--- config.mk ---
export PLATFORM = sky130hd
export DESIGN_NAME = claim_fill_inorder_queue
export DESIGN_NICKNAME = d
export VERILOG_FILES = /design/src/design/cifq_pkg.sv /design/src/design/cifq_ram.sv /design/src/design/cifq_region.sv /design/src/design/claim_fill_inorder_queue.sv
export SDC_FILE = /design/constraint.sdc
export NUM_CORES = 1
export LEC_CHECK = 0
export BUFFER_PORTS_ARGS = -buffer_cell sky130_fd_sc_hd__clkbuf_2
export CAP_MARGIN = 20
export CORE_ASPECT_RATIO = 0.8
export CORE_UTILIZATION = 60
export DETAILED_ROUTE_END_ITERATION = 6
export GPL_ROUTABILITY_DRIVEN = 0
export PLACE_DENSITY = 0.78
export SLEW_MARGIN = 15
export SYNTH_ARGS = -nofsm -noshare
export SYNTH_HDL_FRONTEND = slang
export SYNTH_SLANG_ARGS = --single-unit
--- constraint.sdc ---
create_clock -name clock -period 8.1 [get_ports clock]
set_input_delay 1.62 -clock clock [delete_from_list [all_inputs] [get_ports clock]]
set_output_delay 1.62 -clock clock [all_outputs]
set_load 0.02 [all_outputs]
--- src/design/cifq_pkg.sv ---
// ----------------------------------------------------------------------------
// cifq_pkg
// Shared types and constants for the claim/fill in-order completion queue.
// ----------------------------------------------------------------------------
package cifq_pkg;

   localparam int MAX_SLOTS    = 16;
   localparam int SLOT_BITS    = $clog2(MAX_SLOTS);
   localparam int RING_BITS    = SLOT_BITS + 1;
   localparam int PAYLOAD_BITS = 32;

   localparam logic [RING_BITS-1:0] RING_MIN   = RING_BITS'(2);
   localparam logic [RING_BITS-1:0] RING_MAX   = RING_BITS'(MAX_SLOTS);
   localparam logic [RING_BITS-1:0] RING_RESET = RING_BITS'(16);

   // Operation codes carried in the request
   typedef enum logic [1:0] {
      MODE_CLAIM = 2'd0,
      MODE_PUSH  = 2'd1,
      MODE_POP   = 2'd2,
      MODE_NOP   = 2'd3
   } mode_type;

   // Result status codes
   typedef enum logic [2:0] {
      ST_OK      = 3'd0,
      ST_FULL    = 3'd1,
      ST_EMPTY   = 3'd2,
      ST_IGNORED = 3'd3,
      ST_DOUBLE  = 3'd4
   } status_type;

   typedef struct packed {
      logic [1:0]              mode;
      logic [SLOT_BITS-1:0]    slot_index;
      logic                    token_live;
      logic [PAYLOAD_BITS-1:0] data_in;
   } req_type;

   typedef struct packed {
      logic [2:0]              status;
      logic [SLOT_BITS-1:0]    claimed_slot;
      logic [PAYLOAD_BITS-1:0] data_out;
      logic                    any_filled;
   } rsp_type;

   // Ring pointers and the ring size in force
   typedef struct packed {
      logic [SLOT_BITS-1:0] producer;
      logic [SLOT_BITS-1:0] consumer;
      logic [RING_BITS-1:0] ring_n;
   } ring_state_type;

endpackage

--- src/design/cifq_ram.sv ---
// ----------------------------------------------------------------------------
// cifq_ram
// Generic single-write, single-read synchronous RAM with registered read.
// ----------------------------------------------------------------------------
module cifq_ram #(
   parameter int WIDTH = 32,
   parameter int DEPTH = 16
) (
   input  logic                     clock,
   input  logic                     wr_en,
   input  logic [$clog2(DEPTH)-1:0] wr_addr,
   input  logic [WIDTH-1:0]         wr_data,
   input  logic                     rd_en,
   input  logic [$clog2(DEPTH)-1:0] rd_addr,
   output logic [WIDTH-1:0]         rd_data
);

   logic [WIDTH-1:0] mem [DEPTH];
   logic [WIDTH-1:0] rd_data_ff;

   // Write port
   always_ff @(posedge clock) begin
      if (wr_en) begin
         mem[wr_addr] <= wr_data;
      end
   end

   // Registered read port
   always_ff @(posedge clock) begin
      if (rd_en) begin
         rd_data_ff <= mem[rd_addr];
      end
   end

   assign rd_data = rd_data_ff;

endmodule

--- src/design/cifq_region.sv ---
// ----------------------------------------------------------------------------
// cifq_region
// Flags whether any filled slot lies in the live region of the ring, walking
// from the consumer pointer up to the producer pointer.
// ----------------------------------------------------------------------------
module cifq_region import cifq_pkg::*; (
   input  ring_state_type       ring,
   input  logic [MAX_SLOTS-1:0] filled,
   output logic                 any_filled
);

   logic [MAX_SLOTS-1:0] live_mask;

   // Build the live-region mask, one slot at a time
   always_comb begin
      logic [RING_BITS-1:0] idx;
      logic [RING_BITS-1:0] c;
      logic [RING_BITS-1:0] p;
      c = {1'b0, ring.consumer};
      p = {1'b0, ring.producer};
      idx = '0;
      live_mask = '0;
      for (int i = 0; i < MAX_SLOTS; i++) begin
         idx = RING_BITS'(i);
         if (c == p) begin
            live_mask[i] = 1'b0;
         end else if (c >= ring.ring_n) begin
            // Consumer past the end: its own slot, then wrap to zero
            live_mask[i] = (idx == c) || (idx < p && idx < ring.ring_n);
         end else if (p >= ring.ring_n) begin
            // Producer never reached: the walk covers the whole ring
            live_mask[i] = (idx < ring.ring_n);
         end else if (c < p) begin
            live_mask[i] = (idx >= c) && (idx < p);
         end else begin
            live_mask[i] = ((idx >= c) && (idx < ring.ring_n)) || (idx < p);
         end
      end
   end

   assign any_filled = |(live_mask & filled);

endmodule

--- src/design/claim_fill_inorder_queue.sv ---
// ----------------------------------------------------------------------------
// claim_fill_inorder_queue
// Reorder-buffer style completion ring: claim a slot, fill it in any order,
// pop filled slots in claim order.
// ----------------------------------------------------------------------------
// Usage:
//   Request channel: drive req_data and raise start; the request transfers
//   on a rising edge with start high and busy low. Requests may follow on
//   every cycle, one item per clock.
//   Response channel: exactly one result per request, shown on rsp_data for
//   one cycle with rsp_valid high, in the cycle right after the request
//   transfer. The receiver cannot stall; it must take the result
//   in that cycle.
//   The payload comes from the registered read of the payload RAM, which a
//   pop reads at the transfer edge. Slot fill flags and both ring pointers
//   live in flip-flops and are updated at the transfer edge.
//   Configuration: csr_data is the ring size, written when csr_valid and
//   csr_ready are high; write it only while no request is outstanding.
//   Reset: synchronous; empties the ring, zeroes both pointers, sets the
//   ring size to 16 and holds busy high until the first edge with reset low.
// ----------------------------------------------------------------------------
module claim_fill_inorder_queue import cifq_pkg::*; (
   input  logic                 clock,
   input  logic                 reset,
   // request channel
   input  logic                 start,
   output logic                 busy,
   input  req_type              req_data,
   // response channel
   output logic                 rsp_valid,
   output rsp_type              rsp_data,
   // configuration channel
   input  logic                 csr_valid,
   output logic                 csr_ready,
   input  logic [RING_BITS-1:0] csr_data
);

   logic                    busy_ff;
   logic [RING_BITS-1:0]    ring_size_ff;
   logic [SLOT_BITS-1:0]    producer_ff, producer_in;
   logic [SLOT_BITS-1:0]    consumer_ff, consumer_in;
   logic [MAX_SLOTS-1:0]    filled_ff, filled_in;
   logic                    rsp_valid_ff;
   status_type              status_ff, status_in;
   logic [SLOT_BITS-1:0]    claimed_ff, claimed_in;
   logic                    pop_ok_ff, pop_ok_in;

   logic                    accept;
   logic [RING_BITS-1:0]    ring_n;
   logic [SLOT_BITS-1:0]    prod_next;
   logic [SLOT_BITS-1:0]    cons_next;
   logic                    ram_wr_en;
   logic                    ram_rd_en;
   logic [PAYLOAD_BITS-1:0] ram_rd_data;
   ring_state_type          ring;
   logic                    any_filled;

   assign accept    = start && !busy_ff;
   assign busy      = busy_ff;
   assign csr_ready = !busy_ff;

   // Clamp the ring size to the supported range
   always_comb begin
      if (ring_size_ff < RING_MIN) begin
         ring_n = RING_MIN;
      end else if (ring_size_ff > RING_MAX) begin
         ring_n = RING_MAX;
      end else begin
         ring_n = ring_size_ff;
      end
   end

   // Next positions of both pointers, wrapping at the ring size
   always_comb begin
      logic [RING_BITS-1:0] p_inc;
      logic [RING_BITS-1:0] c_inc;
      p_inc = {1'b0, producer_ff} + RING_BITS'(1);
      c_inc = {1'b0, consumer_ff} + RING_BITS'(1);
      prod_next = (p_inc >= ring_n) ? '0 : p_inc[SLOT_BITS-1:0];
      cons_next = (c_inc >= ring_n) ? '0 : c_inc[SLOT_BITS-1:0];
   end

   // Decode the request and form the next state
   always_comb begin
      producer_in = producer_ff;
      consumer_in = consumer_ff;
      filled_in   = filled_ff;
      status_in   = ST_OK;
      claimed_in  = '0;
      pop_ok_in   = 1'b0;
      ram_wr_en   = 1'b0;
      ram_rd_en   = 1'b0;
      if (accept) begin
         case (mode_type'(req_data.mode))
            MODE_CLAIM: begin
               if (prod_next == consumer_ff) begin
                  status_in = ST_FULL;
               end else begin
                  claimed_in  = producer_ff;
                  producer_in = prod_next;
               end
            end
            MODE_PUSH: begin
               if (!req_data.token_live || {1'b0, req_data.slot_index} >= ring_n) begin
                  status_in = ST_IGNORED;
               end else if (filled_ff[req_data.slot_index]) begin
                  status_in = ST_DOUBLE;
               end else begin
                  filled_in[req_data.slot_index] = 1'b1;
                  ram_wr_en = 1'b1;
               end
            end
            MODE_POP: begin
               if (!filled_ff[consumer_ff]) begin
                  status_in = ST_EMPTY;
               end else begin
                  filled_in[consumer_ff] = 1'b0;
                  consumer_in = cons_next;
                  pop_ok_in   = 1'b1;
                  ram_rd_en   = 1'b1;
               end
            end
            default: begin
               status_in = ST_OK;
            end
         endcase
      end
   end

   // Control state
   always_ff @(posedge clock) begin
      if (reset) begin
         busy_ff      <= 1'b1;
         ring_size_ff <= RING_RESET;
         producer_ff  <= '0;
         consumer_ff  <= '0;
         filled_ff    <= '0;
         rsp_valid_ff <= 1'b0;
      end else begin
         busy_ff      <= 1'b0;
         producer_ff  <= producer_in;
         consumer_ff  <= consumer_in;
         filled_ff    <= filled_in;
         rsp_valid_ff <= accept;
         if (csr_valid && csr_ready) begin
            ring_size_ff <= csr_data;
         end
      end
   end

   // Result fields, held for the response cycle
   always_ff @(posedge clock) begin
      status_ff  <= status_in;
      claimed_ff <= claimed_in;
      pop_ok_ff  <= pop_ok_in;
   end

   // Payload store
   cifq_ram #(
      .WIDTH (PAYLOAD_BITS),
      .DEPTH (MAX_SLOTS)
   ) u_payload (
      .clock   (clock),
      .wr_en   (ram_wr_en),
      .wr_addr (req_data.slot_index),
      .wr_data (req_data.data_in),
      .rd_en   (ram_rd_en),
      .rd_addr (consumer_ff),
      .rd_data (ram_rd_data)
   );

   // Live-region check on the state left by the request
   assign ring.producer = producer_ff;
   assign ring.consumer = consumer_ff;
   assign ring.ring_n   = ring_n;

   cifq_region u_region (
      .ring       (ring),
      .filled     (filled_ff),
      .any_filled (any_filled)
   );

   // Drive the response
   assign rsp_valid             = rsp_valid_ff;
   assign rsp_data.status       = status_ff;
   assign rsp_data.claimed_slot = claimed_ff;
   assign rsp_data.data_out     = pop_ok_ff ? ram_rd_data : '0;
   assign rsp_data.any_filled   = any_filled;

endmodule

* Yosys cells after proc, flatten, opt, wreduce, memory -nomap -nowiden
Memory sizes are Yosys's and may differ from the RTL's. A register that Yosys moved wholly into a read port is not among the register bits. Cells that the tools add are included. W data, S select, Z words.
Operators by class: $add $sub $neg 2, magnitude comparators 58, equal/unequal tests 22, mux-type cells 96, bitwise operators 7, reduce and logical (&&, ||, !) cells 90
Operator list (number):
- $mux W1 | 79
- $logic_and A1 B1 Y1 | 49
- $mux W16 | 3
- $lt A4 B5 Y1 const A | 8
- $and A16 B16 Y16 | 2
- $eq A4 B4 Y1 const A | 8
- $mux W32 | 1
- $pmux W16 S2 | 1
- $logic_or A1 B1 Y1 | 31
- $ge A4 B4 Y1 const A | 7
- $lt A4 B4 Y1 const A | 7
- $lt A3 B5 Y1 const A | 4
- $eq A3 B4 Y1 const A | 4
- $ge A3 B4 Y1 const A | 4
- $lt A3 B4 Y1 const A | 4
- $not A16 Y16 | 1
- $or A16 B16 Y16 | 1
- $reduce_or A16 Y1 | 1
- $ge A4 B5 Y1 | 3
- $add A4 B1 Y5 const B | 2
- $ge A5 B5 Y1 | 2
- $lt A1 B5 Y1 const A | 2
- $lt A2 B5 Y1 const A | 2
- $lt A4 B5 Y1 const B | 2
- 29 further kinds | 47
Storage, ports and cells: bits in registers 39, memory bits (writable) 512, logic and storage cells 285, memories kept 1
Memories:
- u_payload.mem | words 16, width 32, rd ports 1, clocked after memory_dff 1, write ports 1, RTL line cifq_ram.sv:18 | logic [WIDTH-1:0] mem [DEPTH];

* Depth between registers and ports, before layout
depth in word-level cells 12, gate-level depth with buffers 16

* Cells and area by module
Synthesis repeated with hierarchy kept, for this count alone.
Unflattened totals: cells, all modules 1432, area total of the unflattened synthesis 24501.0 sq um
Modules (own cells, without submodules):
- cifq_ram | times used 1, cells an instance 838, area an instance 20156.8 sq um
- claim_fill_inorder_queue | times used 1, cells an instance 362, area an instance 2909.0 sq um
- cifq_region | times used 1, cells an instance 232, area an instance 1435.1 sq um

* Least setup slack after synthesis
OpenSTA, ideal clock, no wires.
kind reg2out, start register consumer_ff[0], end output rsp_data[0] in the netlist's numbering, data arrival time 4.535 ns, required time 6.480 ns, slack 1.945 ns, cell stages (with the launch flop) 16, path buffers 5, cells stage by stage dfxtp_1 clkbuf_1 buf_2 buf_1 clkbuf_1 inv_1 ha_1 nand2b_1 a2111oi_0 nor3_1 nor2_1 a32oi_1 a32oi_1 or4b_2 o31a_1 buf_4
On the way: cells in the longest elaborated chain, start to end 9
RTL lines:
- from (decl) | RTL line claim_fill_inorder_queue.sv:41 | logic [SLOT_BITS-1:0] consumer_ff, consumer_in;
- from (signal assigned) | RTL line claim_fill_inorder_queue.sv:142 | consumer_ff <= consumer_in;
- $ge A1 B4 Y1, or another cell as far along | RTL line cifq_region.sv:34, cifq_region.sv:36
- $logic_and A1 B1 Y1 | RTL line cifq_region.sv:36 | live_mask[i] = ((idx >= c) && (idx < ring.ring_n)) || (idx < p);
- $logic_or A1 B1 Y1 | RTL line cifq_region.sv:36
- $mux W1 | RTL line cifq_region.sv:33 | end else if (c < p) begin
- $mux W1 | RTL line cifq_region.sv:30 | end else if (p >= ring.ring_n) begin
- $mux W1 | RTL line cifq_region.sv:27 | end else if (c >= ring.ring_n) begin
- $mux W1 | RTL line cifq_region.sv:25 | if (c == p) begin
- $and A16 B16 Y16 * | RTL line cifq_region.sv:41 | assign any_filled = |(live_mask & filled);
- $reduce_or A16 Y1 * | RTL line cifq_region.sv:41
- to (decl) | RTL line claim_fill_inorder_queue.sv:31 | output rsp_type rsp_data,
Mark *: on every way between the ends. The rest lies on a longest branch, timed or not.

==> impl.org <==
** Timing
- Based on the critical path, the design can be clocked at up to ~150 MHz.
- Unrepaired setup endpoints after global routing :: false
- Worst slack on hold paths :: 0.6272 ns
- Max Clock Skew :: 0.01590 ns
- Final setup violating endpoints :: 0
- The worst path in the final design needs a cycle of 6.852 ns, including I/O delays and setup.
- Once routing completed, OpenROAD measured the worst setup slack at 1.248 ns.
- For the pin with the worst max-slew slack, the measured transition is 1.076 ns.
- The worst pin sits at a relative slew slack of between 20 and 30%.
- After layout, the worst path uses 84.59% of the clock period.
- Setup total negative slack on the finished layout was measured at 0 ns.
- Number of failing hold endpoints at the final stage :: 0
- The final count of pins violating max slew came to 0.

** Synth
- Number of warnings reported in the yosys synthesis log :: 0
- Summed over its instances, the top area cell type makes up between 60% and 70% of the synthesized netlist area.
- Number of flops mapped to enable cells by yosys :: 544
- Net count after synthesis :: 1,632
- A synthesized cell averages 15.89 um^2.
- Of all cell types, the one taking the most synthesized area is sky130_fd_sc_hd__edfxtp_1.
- Synthesized netlist cell count :: 1,548
- After synthesis the netlist holds a flip-flop and latch count of slightly below 600.
- Share of async-settable or async-resettable flops after synthesis :: 0%
- For this run, the register share of the synthesized area comes to 69.60%.
- Largest cells by area after synthesis :: sky130_fd_sc_hd__edfxtp_1, sky130_fd_sc_hd__mux4_2, sky130_fd_sc_hd__mux2i_1
- Most common flop cell mapped by yosys :: sky130_fd_sc_hd__edfxtp_1
- After synthesis, the netlist uses 77 different library cells.
- In this run the cell area of the synthesized design comes to 24,590 um^2.

** Global route
- First-pass GRT wire length :: 84,990 um
- Met2 Track Usage GR :: between 40% and 50%
- Total gr overflow :: 0
- Number of global-route vias before repair :: between 10,000 and 15,000
- Global routing used 38.92% of the available met1 tracks.
- Entering global routing, the biggest net connects 64 pins.
- Grt peak-use layer :: met2
- The number of antenna violations at the first check in global routing was 0.
- Global routing used 7.058% of the available met3 tracks.
- For this run, the total global-route usage over all layers was measured as between 20% and 30%.

** Finish
- Number of fillers in the final layout :: around 2,500
- Combined area of the multi-input logic cells :: 7063 um^2
- Relative to the synthesized area, the layout overhead comes to 12.30%.
- In the final layout, flip-flops and latches occupy 17,130 um^2.
- Commonest non-fill, non-tap cells in the layout :: sky130_fd_sc_hd__edfxtp_1, sky130_fd_sc_hd__mux2i_1, sky130_fd_sc_hd__nor2_1, sky130_fd_sc_hd__clkbuf_2, sky130_fd_sc_hd__mux4_2
- After the last flow step, the layout net total stands at 1,716.
- Most common cell after layout, fill and taps aside :: sky130_fd_sc_hd__edfxtp_1
- Share of post-route cells with drive strength above 1 :: 18.91%
- Number of antenna diodes :: 0

** Die
- Die Y :: between 150 and 200 um
- Starting density of the core :: around three fifths
- The total area inside the core boundary comes to 39,930 um^2.
- Row count :: 65
- Overall die width :: 228.4 um
- Area of the die :: between 40,000 and 50,000 um^2
- During I/O placement, the number of pins put on the boundary was 91.

** Clocking
- Num CTS Buffers :: 55
- Number of hold buffers added after CTS :: 0
- Root buffer cell :: sky130_fd_sc_hd__clkbuf_16
- For this design, the sink count on the clock tree is 583.
- Once the clock tree was built, the setup fixing pass inserted 0 buffers.
- Clock-pin slew was measured on the worst setup and hold paths at 0.06 ns.
- TritonCTS built the clock tree.
- Number of buffers on the longest clock path :: 3
- Total number of H-tree levels :: 2
- After clock tree synthesis, the repair step resized 0 gates.
- The later pin in the worst-skew pair is clocked with a latency of approximately 0.57 ns.

** Worst setup path
- The slowest stage of the critical path is the sky130_fd_sc_hd__dfxtp_1 cell.
- Worst Path Arrival :: roughly 5.2 ns
- Walking the worst path, the cells encountered are nor3_1 -> nor3_1 -> ha_1 -> nand2b_1 -> a2111oi_0 -> nor3_1 -> nor2_1 -> a32oi_1 -> a32oi_1 -> or4b_2 -> o31a_1 -> clkbuf_2.
- Along the worst path, the maximum fanout reaches 21.
- Counting stages on the worst path, the most repeated cell is sky130_fd_sc_hd__nor3_1.
- The largest single stage delay on the critical path is 0.73 ns.
- The critical path is of the register to output pin type.
- CP startpoint kind :: register
- At the worst endpoint, the required time is between 6 and 7 ns.
- Category of the worst setup path capture point :: output pin

** Routing
- After detailed routing, the average wire length per cell comes to approximately 25 um.
- Remaining routing DRC violations :: 26
- Total number of vias :: 14,663
- In this run, the number of DRC markers left after iteration 0 of detailed routing was 1,810.
- Remaining antenna violation count after routing :: 0
- The pre-antenna-repair detailed-routing pass consisted of 7 iterations.
- After detailed routing, the number of vias per cell comes to 6.629.
- Total length of routed wires :: 56,160 um

** Status
- The checks that failed: DRC.
- The flow ran to the end, but the final reports show violations.

** Place
- Final HPWL DP :: 33,210 um
- In this run the tool buffered the top-level ports with 90 buffer cells.
- Before CTS, the worst setup slack after placement is 2.014 ns.

** Power
- The worst-case IR drop observed on VDD is 0.1875 mV.
- Power spread over the standard cell area amounts to roughly 220 nW/um^2.
- The design draws 0.006029 W.
- Leakage power :: 8.755 nW

** Job
- The tool flagged a number of max-cap violations equal to 0.

** Worst hold path
- Tightest Hold Check Type :: register to register
worst paths after layout:
path / start / end / slack, ns / depth (start not counted)
max: ring_size_ff[2]$_SDFFE_PP0P_ / rsp_data[0] / 1.25 / 12
max reg2reg: ring_size_ff[2]$_SDFFE_PP0P_ / u_payload.mem[7][1]$_DFFE_PP_ / 3.16 / 12
min: busy$_DFF_P_ / rsp_valid$_SDFF_PP0_ / 0.63 / 3
min reg2reg: busy$_DFF_P_ / rsp_valid$_SDFF_PP0_ / 0.63 / 3
stage by stage:
stage | std cells | instance area [um^2] | utilization (%)
floorplan | 1548 | 24590 | -
global placement | 2100 | 25550 | 63.99
global route | 2212 | 27620 | 69.16
detailed placement | 2105 | 25670 | 64.30
CTS | 2206 | 27480 | 68.82
finish | 2212 | 27620 | 69.16
cells in the mapped netlist (9+ instances only):
| master | count |
|---|---|
| sky130_fd_sc_hd__dfxtp_1 | 39 |
| sky130_fd_sc_hd__buf_1 | 13 |
| sky130_fd_sc_hd__nand2_1 | 52 |
| sky130_fd_sc_hd__mux2_2 | 9 |
| sky130_fd_sc_hd__ha_1 | 36 |
| sky130_fd_sc_hd__mux4_2 | 73 |
| sky130_fd_sc_hd__nand2b_1 | 12 |
| sky130_fd_sc_hd__and2_1 | 34 |
| sky130_fd_sc_hd__nor2_1 | 107 |
| sky130_fd_sc_hd__o21ai_0 | 65 |
| sky130_fd_sc_hd__clkbuf_1 | 59 |
| sky130_fd_sc_hd__a31oi_1 | 13 |
| sky130_fd_sc_hd__mux2i_1 | 123 |
| sky130_fd_sc_hd__o221ai_1 | 33 |
| sky130_fd_sc_hd__o22ai_1 | 37 |
| sky130_fd_sc_hd__nor3_1 | 21 |
| sky130_fd_sc_hd__inv_1 | 25 |
| sky130_fd_sc_hd__edfxtp_1 | 544 |
| sky130_fd_sc_hd__nand3_1 | 21 |
| sky130_fd_sc_hd__a21oi_1 | 71 |
| sky130_fd_sc_hd__o211ai_1 | 10 |
| sky130_fd_sc_hd__a211oi_1 | 12 |
| sky130_fd_sc_hd__buf_2 | 10 |
cells by family after synthesis:
kind of cell	after synthesis	share of synthesized area [%]
DFF	583	69.60
AOI/OAI and AO/OA	307	8.232
and+or+nand+nor	289	5.723
muxes	206	12.20
buffers and inverters	120	2.152
adders and majority gates	38	1.913
xor gates and xnor gates	5	0.1781
state kept, by name, summed over array words and instances, names as in the netlist:
| name | flops |
|---|---|
| u_payload.mem | 512 |
| u_payload.rd_data | 32 |
| filled_ff | 16 |
| ring_size_ff | 5 |
| claimed_ff | 4 |
| consumer_ff | 4 |
| producer_ff | 4 |
| status_ff | 3 |
| busy | 1 |
| pop_ok_ff | 1 |
| rsp_valid | 1 |
power breakdown:
group | internal (W) | switching (W) | leakage, nW
Sequential | 0.00329 | 0.0000133 | 5.21
Clock | 0.00150 | 0.00109 | 0.889
Combinational | 0.0000389 | 0.0000985 | 2.66
layout make-up:
| cell class | count | share of cell area [%] |
|---|---|---|
| clock buffers | 71 | 5.432 |
| clock inverters | 30 | 1.114 |
| inverters | 28 | 0.3806 |
| multi-input cells | 845 | 25.57 |
| flip-flops and latches | 583 | 62.02 |
| well taps | 536 | 2.428 |
| repair buffers | 119 | 3.054 |
worst max-delay path: cells and delay by family (launching register included):
kind | cells | cell delay (ns)
AO/OA/AOI/OAI | 4 | 1.25
adder cells (fa/ha/maj) | 1 | 0.38
buffers and inverters | 1 | 0.16
flip-flops | 1 | 0.73
AND/OR/NAND/NOR | 6 | 2.13
routing by layer:
layer | part of all wire (%) | vias to the layer above | routed length, um
met5 | 0 | - | 0
met4 | 2.5 | 0 | 1398
li1 | - | 6324 | -
met1 | 42 | 7367 | 23310
met2 | 45 | 820 | 25450
met3 | 11 | 152 | 6006
Power figures use the tool's default switching activity.
